<file path="src/rtl/core/itrd_pkg.sv">
`timescale 1ns / 1ps
package itrd_pkg;

  localparam int unsigned ValueW      = 64;
  localparam int unsigned RadixW      = 5;
  localparam int unsigned DigitW      = 4;
  localparam int unsigned CharW       = 8;
  localparam int unsigned CfgIdxW     = 2;
  localparam int unsigned DivBits     = 8;
  localparam int unsigned DivCycles   = ValueW / DivBits;
  localparam int unsigned StepW       = $clog2(DivCycles);

  localparam int unsigned MaxDigitsDefault = 64;
  localparam int unsigned MaxRadixDefault  = 16;

  localparam logic [CfgIdxW-1:0] CfgRadix   = 2'd0;
  localparam logic [CfgIdxW-1:0] CfgCharsLo = 2'd1;
  localparam logic [CfgIdxW-1:0] CfgCharsHi = 2'd2;

  localparam logic [RadixW-1:0] RadixReset   = 5'd10;
  localparam logic [ValueW-1:0] CharsLoReset = 64'h3736353433323130;
  localparam logic [ValueW-1:0] CharsHiReset = 64'h6665646362613938;

  typedef struct packed {
    logic load;
    logic div_step;
    logic digit_done;
    logic rd_issue;
    logic out_load;
  } itrd_cmd_t;

  typedef struct packed {
    logic quot_zero;
    logic cnt_full;
    logic ptr_zero;
    logic out_free;
  } itrd_sts_t;

endpackage

</file>
<file path="src/rtl/core/itrd_ctrl.sv">
`timescale 1ns / 1ps
module itrd_ctrl import itrd_pkg::*; (
  input  logic      clk_i,
  input  logic      rst_ni,
  input  logic      s_axis_tvalid,
  output logic      s_axis_tready,
  input  itrd_sts_t sts_i,
  output itrd_cmd_t cmd_o
);

  typedef enum logic [1:0] {
    StIdle,
    StDiv,
    StRead,
    StEmit
  } state_e;

  state_e             state_q;
  logic [StepW-1:0]   step_q;
  logic               step_last;

  assign step_last = (step_q == StepW'(DivCycles - 1));

  always_ff @(posedge clk_i or negedge rst_ni) begin
    if (!rst_ni) begin
      state_q <= StIdle;
      step_q  <= '0;
    end else begin
      unique case (state_q)
        StIdle: begin
          step_q <= '0;
          if (s_axis_tvalid) begin
            state_q <= StDiv;
          end
        end
        StDiv: begin
          if (step_last) begin
            step_q <= '0;
            if (sts_i.quot_zero || sts_i.cnt_full) begin
              state_q <= StRead;
            end
          end else begin
            step_q <= step_q + 1'b1;
          end
        end
        StRead: begin
          state_q <= StEmit;
        end
        StEmit: begin
          if (sts_i.out_free) begin
            state_q <= sts_i.ptr_zero ? StIdle : StRead;
          end
        end
        default: begin
          state_q <= StIdle;
        end
      endcase
    end
  end

  assign s_axis_tready    = (state_q == StIdle);
  assign cmd_o.load       = (state_q == StIdle) && s_axis_tvalid;
  assign cmd_o.div_step   = (state_q == StDiv);
  assign cmd_o.digit_done = (state_q == StDiv) && step_last;
  assign cmd_o.rd_issue   = (state_q == StRead);
  assign cmd_o.out_load   = (state_q == StEmit) && sts_i.out_free;

endmodule

</file>
<file path="src/rtl/core/itrd_dpath.sv">
`timescale 1ns / 1ps
module itrd_dpath import itrd_pkg::*; #(
  parameter int unsigned MAX_DIGITS = MaxDigitsDefault,
  parameter int unsigned MAX_RADIX  = MaxRadixDefault
) (
  input  logic                clk_i,
  input  logic                rst_ni,
  // config
  input  logic                cfg_we_i,
  input  logic [CfgIdxW-1:0]  cfg_idx_i,
  input  logic [ValueW-1:0]   cfg_wdata_i,
  // input payload
  input  logic [ValueW-1:0]   in_value_i,
  input  logic                in_mode_i,
  // output stream
  output logic                m_axis_tvalid,
  input  logic                m_axis_tready,
  output logic [CharW-1:0]    m_axis_tdata,
  output logic                m_axis_tuser,
  output logic                m_axis_tlast,
  // control
  input  itrd_cmd_t           cmd_i,
  output itrd_sts_t           sts_o
);

  localparam int unsigned AddrW = $clog2(MAX_DIGITS);
  localparam int unsigned CntW  = $clog2(MAX_DIGITS + 1);

  logic [RadixW-1:0]  radix_q;
  logic [ValueW-1:0]  chars_lo_q;
  logic [ValueW-1:0]  chars_hi_q;
  logic [RadixW-1:0]  radix_eff;

  logic [ValueW-1:0]  quot_q, quot_d;
  logic [DigitW-1:0]  rem_q, rem_d;
  logic [CntW-1:0]    cnt_q;
  logic [AddrW-1:0]   ptr_q;
  logic               neg_q;
  logic               first_q;

  logic [DigitW-1:0]  mem [MAX_DIGITS];
  logic [DigitW-1:0]  rdata_q;

  logic [2*ValueW-1:0] chars;
  logic                out_valid_q;
  logic [CharW-1:0]    out_char_q;
  logic                out_minus_q;
  logic                out_last_q;
  logic                in_neg;

  always_ff @(posedge clk_i or negedge rst_ni) begin
    if (!rst_ni) begin
      radix_q    <= RadixReset;
      chars_lo_q <= CharsLoReset;
      chars_hi_q <= CharsHiReset;
    end else if (cfg_we_i) begin
      unique case (cfg_idx_i)
        CfgRadix:   radix_q    <= cfg_wdata_i[RadixW-1:0];
        CfgCharsLo: chars_lo_q <= cfg_wdata_i;
        CfgCharsHi: chars_hi_q <= cfg_wdata_i;
        default:    ;
      endcase
    end
  end

  always_comb begin
    if (radix_q < RadixW'(2)) begin
      radix_eff = RadixW'(2);
    end else if (radix_q > RadixW'(MAX_RADIX)) begin
      radix_eff = RadixW'(MAX_RADIX);
    end else begin
      radix_eff = radix_q;
    end
  end

  // restoring division, DivBits quotient bits per cycle
  always_comb begin
    logic [RadixW-1:0] t;
    logic              ge;
    quot_d = quot_q;
    rem_d  = rem_q;
    for (int b = 0; b < DivBits; b++) begin
      t      = {rem_d, quot_d[ValueW-1]};
      ge     = (t >= radix_eff);
      quot_d = {quot_d[ValueW-2:0], ge};
      rem_d  = ge ? DigitW'(t - radix_eff) : t[DigitW-1:0];
    end
  end

  assign in_neg = in_mode_i && in_value_i[ValueW-1];

  always_ff @(posedge clk_i or negedge rst_ni) begin
    if (!rst_ni) begin
      quot_q  <= '0;
      rem_q   <= '0;
      cnt_q   <= '0;
      ptr_q   <= '0;
      neg_q   <= 1'b0;
      first_q <= 1'b0;
    end else begin
      if (cmd_i.load) begin
        quot_q  <= in_neg ? (~in_value_i + 1'b1) : in_value_i;
        rem_q   <= '0;
        cnt_q   <= '0;
        neg_q   <= in_neg;
        first_q <= 1'b1;
      end else if (cmd_i.div_step) begin
        quot_q <= quot_d;
        rem_q  <= cmd_i.digit_done ? '0 : rem_d;
        if (cmd_i.digit_done) begin
          cnt_q <= cnt_q + 1'b1;
          ptr_q <= cnt_q[AddrW-1:0];
        end
      end
      if (cmd_i.out_load) begin
        ptr_q   <= ptr_q - 1'b1;
        first_q <= 1'b0;
      end
    end
  end

  always_ff @(posedge clk_i) begin
    if (cmd_i.digit_done) begin
      mem[cnt_q[AddrW-1:0]] <= rem_d;
    end
    if (cmd_i.rd_issue) begin
      rdata_q <= mem[ptr_q];
    end
  end

  assign chars = {chars_hi_q, chars_lo_q};

  always_ff @(posedge clk_i or negedge rst_ni) begin
    if (!rst_ni) begin
      out_valid_q <= 1'b0;
    end else if (cmd_i.out_load) begin
      out_valid_q <= 1'b1;
    end else if (m_axis_tready) begin
      out_valid_q <= 1'b0;
    end
  end

  always_ff @(posedge clk_i) begin
    if (cmd_i.out_load) begin
      out_char_q  <= chars[{rdata_q, 3'b000} +: CharW];
      out_minus_q <= neg_q && first_q;
      out_last_q  <= (ptr_q == '0);
    end
  end

  assign m_axis_tvalid = out_valid_q;
  assign m_axis_tdata  = out_char_q;
  assign m_axis_tuser  = out_minus_q;
  assign m_axis_tlast  = out_last_q;

  assign sts_o.quot_zero = (quot_d == '0);
  assign sts_o.cnt_full  = (cnt_q == CntW'(MAX_DIGITS - 1));
  assign sts_o.ptr_zero  = (ptr_q == '0);
  assign sts_o.out_free  = !out_valid_q || m_axis_tready;

  a_cnt_bound: assert property (@(posedge clk_i) disable iff (!rst_ni)
    cnt_q <= CntW'(MAX_DIGITS))
    else $error("digit count past store depth");

  a_load_free: assert property (@(posedge clk_i) disable iff (!rst_ni)
    cmd_i.out_load |-> (!out_valid_q || m_axis_tready))
    else $error("output register overwritten before transfer");

  a_digit_cnt: assert property (@(posedge clk_i) disable iff (!rst_ni)
    cmd_i.digit_done |=> cnt_q == $past(cnt_q) + 1'b1)
    else $error("digit count not advanced");

endmodule

</file>
<file path="src/rtl/core/integer_to_radix_digits_unit.sv">
`timescale 1ns / 1ps
// Steps: each digit is one 64-bit restoring division by the radix, 8 quotient bits per
//   cycle; each result is then a digit store read and a character lookup.
//   D digits per number, D = 1..MAX_DIGITS.
// Throughput: one number at a time; next input taken once the last result is loaded.
// Reset: async active low; radix 10, digit table "0123456789abcdef", no output pending.
module integer_to_radix_digits_unit import itrd_pkg::*; #(
  parameter int unsigned MAX_DIGITS = MaxDigitsDefault,
  parameter int unsigned MAX_RADIX  = MaxRadixDefault
) (
  input  logic               clk_i,
  input  logic               rst_ni,
  input  logic               cfg_we_i,
  input  logic [CfgIdxW-1:0] cfg_idx_i,
  input  logic [ValueW-1:0]  cfg_wdata_i,
  input  logic               s_axis_tvalid,
  output logic               s_axis_tready,
  input  logic [ValueW-1:0]  s_axis_tdata,   // [63:0] value
  input  logic               s_axis_tuser,   // [0] mode
  output logic               m_axis_tvalid,
  input  logic               m_axis_tready,
  output logic [CharW-1:0]   m_axis_tdata,   // [7:0] character
  output logic               m_axis_tuser,   // [0] lead_minus
  output logic               m_axis_tlast
);

  itrd_cmd_t cmd;
  itrd_sts_t sts;

  itrd_ctrl u_ctrl (
    .clk_i         (clk_i),
    .rst_ni        (rst_ni),
    .s_axis_tvalid (s_axis_tvalid),
    .s_axis_tready (s_axis_tready),
    .sts_i         (sts),
    .cmd_o         (cmd)
  );

  itrd_dpath #(
    .MAX_DIGITS (MAX_DIGITS),
    .MAX_RADIX  (MAX_RADIX)
  ) u_dpath (
    .clk_i         (clk_i),
    .rst_ni        (rst_ni),
    .cfg_we_i      (cfg_we_i),
    .cfg_idx_i     (cfg_idx_i),
    .cfg_wdata_i   (cfg_wdata_i),
    .in_value_i    (s_axis_tdata),
    .in_mode_i     (s_axis_tuser),
    .m_axis_tvalid (m_axis_tvalid),
    .m_axis_tready (m_axis_tready),
    .m_axis_tdata  (m_axis_tdata),
    .m_axis_tuser  (m_axis_tuser),
    .m_axis_tlast  (m_axis_tlast),
    .cmd_i         (cmd),
    .sts_o         (sts)
  );

endmodule

</file>
<file path="config.mk">
export PLATFORM = sky130hd
export DESIGN_NAME = integer_to_radix_digits_unit
export DESIGN_NICKNAME = d
export VERILOG_FILES = /design/src/rtl/core/itrd_pkg.sv /design/src/rtl/core/itrd_ctrl.sv /design/src/rtl/core/itrd_dpath.sv /design/src/rtl/core/integer_to_radix_digits_unit.sv
export SDC_FILE = /design/constraint.sdc
export NUM_CORES = 1
export LEC_CHECK = 0
export BUFFER_PORTS_ARGS = -buffer_cell sky130_fd_sc_hd__buf_2
export CORE_MARGIN = 2
export CORE_UTILIZATION = 60
export CTS_BUF_LIST = sky130_fd_sc_hd__clkbuf_4 sky130_fd_sc_hd__clkbuf_8
export CTS_CLUSTER_DIAMETER = 120
export DETAILED_ROUTE_END_ITERATION = 8
export PLACE_DENSITY = 0.79
export REMOVE_ABC_BUFFERS = 1
export SETUP_SLACK_MARGIN = 0.3
export SLEW_MARGIN = 10
export SYNTH_ARGS = -nofsm -noshare
export SYNTH_HDL_FRONTEND = slang
export SYNTH_SLANG_ARGS = --single-unit
</file>
<file path="constraint.sdc">
create_clock -name clk_i -period 14.25 [get_ports clk_i]
set_clock_uncertainty 0.1 [all_clocks]
set_input_delay 2.85 -clock clk_i [delete_from_list [all_inputs] [get_ports clk_i]]
set_output_delay 2.85 -clock clk_i [all_outputs]
set_load 0.01 [all_outputs]
</file>
==> metrics.cfg <==
[route]
drt-wirelength-per-cell_um = 22.6
drc_errors = 0
vias = 15200
routed_wirelength_mm = 54.6
drt-initial-drc-count = 1354
postRouteAntennaNets = 0
drtPass1Iterations = 6
vias_per_cell = 6.28

[yosys]
ys_types = 64
synth_top_family_by_area = multiplexers
synth-compound-area-share = 0.0907
yosys.area_share.simple = 0.0757
postSynthAreaPerCell_um2 = 14.0
yosysWarningCount = 0
synth_seq_area_share = 0.583
syn_inst = 1687
ys_ff_latch = 492
async_flop_share = 0.451
synth_xor_area_frac = 0.0205
synthMuxAreaShare = 0.178
ys.flop_type = edfxtp_1
synth_fa_ha_area_frac = 0.0313
syn-cell-area_mm2 = 0.0235
synth_edf_count = 270

[worst_hold_path]
hold_path_depth = 2
hold_class = flip-flop to flip-flop

[clock_tree]
cts_setup_buffers = 0
numCtsBuffers = 79
clockBufferDepth = 3
cts_resized = 0
clock_sinks = 492
htree_levels = 3
clk_pin_slew_worst_paths_ns = 0.06
clk-insertion-delay-late_ns = 0.64
cts_hold_repair.buffers = 0
cts-root-buf = clkbuf_8
cts_tree = built

[sta]
finalSetupViolCount = 0
rsz0062_at_grt = false
worst_pin_slew_ns = 1.14
setup_tns_ns = 0
fmax_mhz = 78.6
final_max_slew_viol_count = 0
max-slew-margin-rel = 0.237
final-hold-violation-count = 0
final.period_utilization = 0.893
fin_crit_ns = 12.72

[layout]
nFillCells = 2600
final_area_mm2 = 0.0264
layout_commonest_cell = edfxtp_1
area_growth_pct = 12.0
layout.nets = 2033
final_cell_mix = edfxtp_1, dfrtp_1, buf_2
drive_gt1_frac = 0.326

[grt]
antenna_found_initial = 4
grt-ovfl-total = 0
grt_util_all_layers = 0.271
grt_pass1_vias = 15700
grt_max_degree = 80
grt_pass1_wl_mm = 86.2

[placement]
dpl_cell_area_mm2 = 0.0247
port_buffers = 147
dpl.hpwl_mm = 36.7
gp_congestion = 0.903

[floorplanning]
num_rows = 72
design.core.area_mm2 = 0.0386
die_height_um = 202
fp.dieW_um = 202
initial_core_util = 0.609
dieArea_mm2 = 0.0408
ios = 148

[worst_setup_path]
worst-path-stages = 49
worstSetupStartpointType = flip-flop
critPathKind = flip-flop to flip-flop
reg2regPathDepth = 49
critPathBufInv = 4
endpoint_kind = flip-flop
crit_path_max_incr_delay_ns = 0.61
crit_arrival_ns = 12.98
critPathTopFamily = compound AO/OA/AOI/OAI gates
path_common_cell = ha_1
crit_fanout = 38
worstPathRequired_ns = 14.51
worst_path_max_delay_cell = mux2_2

[run]
maxCapViolations = 0

[status]
status = complete, no violations

area by class of cell:
type                       count  area, µm²  area share
clock inverter                32        229     0.00868
sequential                   492      13700       0.521
tap                          518        648      0.0246
antenna                        4       10.0    0.000380
multi-input combinational   1070       9360       0.355
timing repair buffer         165        913      0.0346
inverter                      35        131     0.00498
clock buffer                 106       1330      0.0506
cells in the mapped netlist, drive strengths merged, types with 3 or more instances:
library cell | number | area [µm²]
edfxtp | 270 | 8110
dfrtp | 164 | 4100
mux2 | 143 | 1610
nor2 | 138 | 518
mux4 | 105 | 2360
o21ai | 86 | 430
a21oi | 76 | 380
clkbuf | 72 | 270
nand2 | 70 | 263
dfstp | 58 | 1520
a22oi | 53 | 398
ha | 46 | 576
a22o | 37 | 324
xnor2 | 36 | 315
inv | 35 | 131
nor4 | 25 | 193
nor3 | 23 | 120
mux2i | 21 | 210
a31oi | 19 | 119
xor2 | 19 | 166
buf | 18 | 82.6
nand3 | 17 | 85.1
a211oi | 13 | 97.6
a21o | 13 | 97.6
nor2b | 12 | 75.1
or3 | 12 | 80.1
nand2b | 10 | 62.6
or4 | 10 | 78.8
and2 | 9 | 56.3
and3 | 9 | 56.3
fa | 8 | 160
nand3b | 7 | 52.6
o31ai | 7 | 57.6
or2 | 6 | 37.5
a221oi | 4 | 35.0
nand4 | 4 | 25.0
o41ai | 4 | 35.0
a221o | 3 | 30.0
nand4b | 3 | 26.3
o21a | 3 | 22.5
o22ai | 3 | 18.8
layer usage:
| layer | vias to the layer above | share of wire | GRT usage |
|---|---|---|---|
| met3 | 109 | 0.065 | 0.0439 |
| li1 | 6823 | - | - |
| met2 | 616 | 0.50 | 0.452 |
| met5 | - | 0 | 0 |
| met4 | 0 | 0.029 | 0.0959 |
| met1 | 7672 | 0.40 | 0.367 |
final timing paths:
path,endpoint,slack (ns),start
setup / recovery,u_dpath.mem[8][2],1.53,u_dpath.radix_q[4]
hold / removal,u_dpath.first_q,0.37,u_dpath.first_q
min in group asynchronous,u_dpath.chars_lo_q[38],2.06,rst_ni
setup reg to reg,u_dpath.mem[8][2],1.53,u_dpath.radix_q[4]
hold reg to reg,u_dpath.first_q,0.37,u_dpath.first_q
max in group asynchronous,u_dpath.ptr_q[0],10.42,rst_ni
through the flow:
stage / utilization / hold WS [ns] / cells / worst slack, ns
final: 0.682 / 0.370 / 2422 / 1.53
after global routing: 0.682 / 0.412 / 2420 / 0.528
after CTS: 0.681 / 0.372 / 2416 / 1.23
after detailed placement: 0.640 / 0.358 / 2278 / 1.26
after global placement: 0.640 / 0.356 / 2278 / 1.93
after floorplan: - / 0.339 / 1597 / 1.67
kinds of logic (layout without fill, tap and decap cells):
logic type | count (synthesis) | in the layout
DFF | 492 | 492
and+or+nand+nor | 361 | 361
AOI/OAI and AO/OA | 331 | 331
muxes | 269 | 269
buffers and inverters | 125 | 338
xor gates and xnor gates | 55 | 55
adders and majority gates | 54 | 54
other | 0 | 4
worst register-to-register path: cells and delay by family, from the launching register on:
kind,cells,cell delay [ns]
and+or+nand+nor,11,1.86
DFF,1,0.38
AOI/OAI and AO/OA,23,5.06
buffers and inverters,4,0.73
adders and majority gates,8,2.96
muxes,3,1.38
registers in the layout (all words and copies together), names as in the netlist, 2 cells and up:
register	cells
u_dpath.m_axis_tdata	8
u_dpath.ptr_q	6
u_dpath.rem_q	4
u_dpath.radix_q	5
u_dpath.chars_lo_q	64
u_dpath.chars_hi_q	64
u_ctrl.state_q	2
u_dpath.rdata_q	4
u_dpath.cnt_q	7
u_ctrl.step_q	3
u_dpath.quot_q	64
u_dpath.mem	256
Power is left out: the tool's default activity adds up to more than one toggle a clock period on the data nets, which glitch-free logic cannot reach.
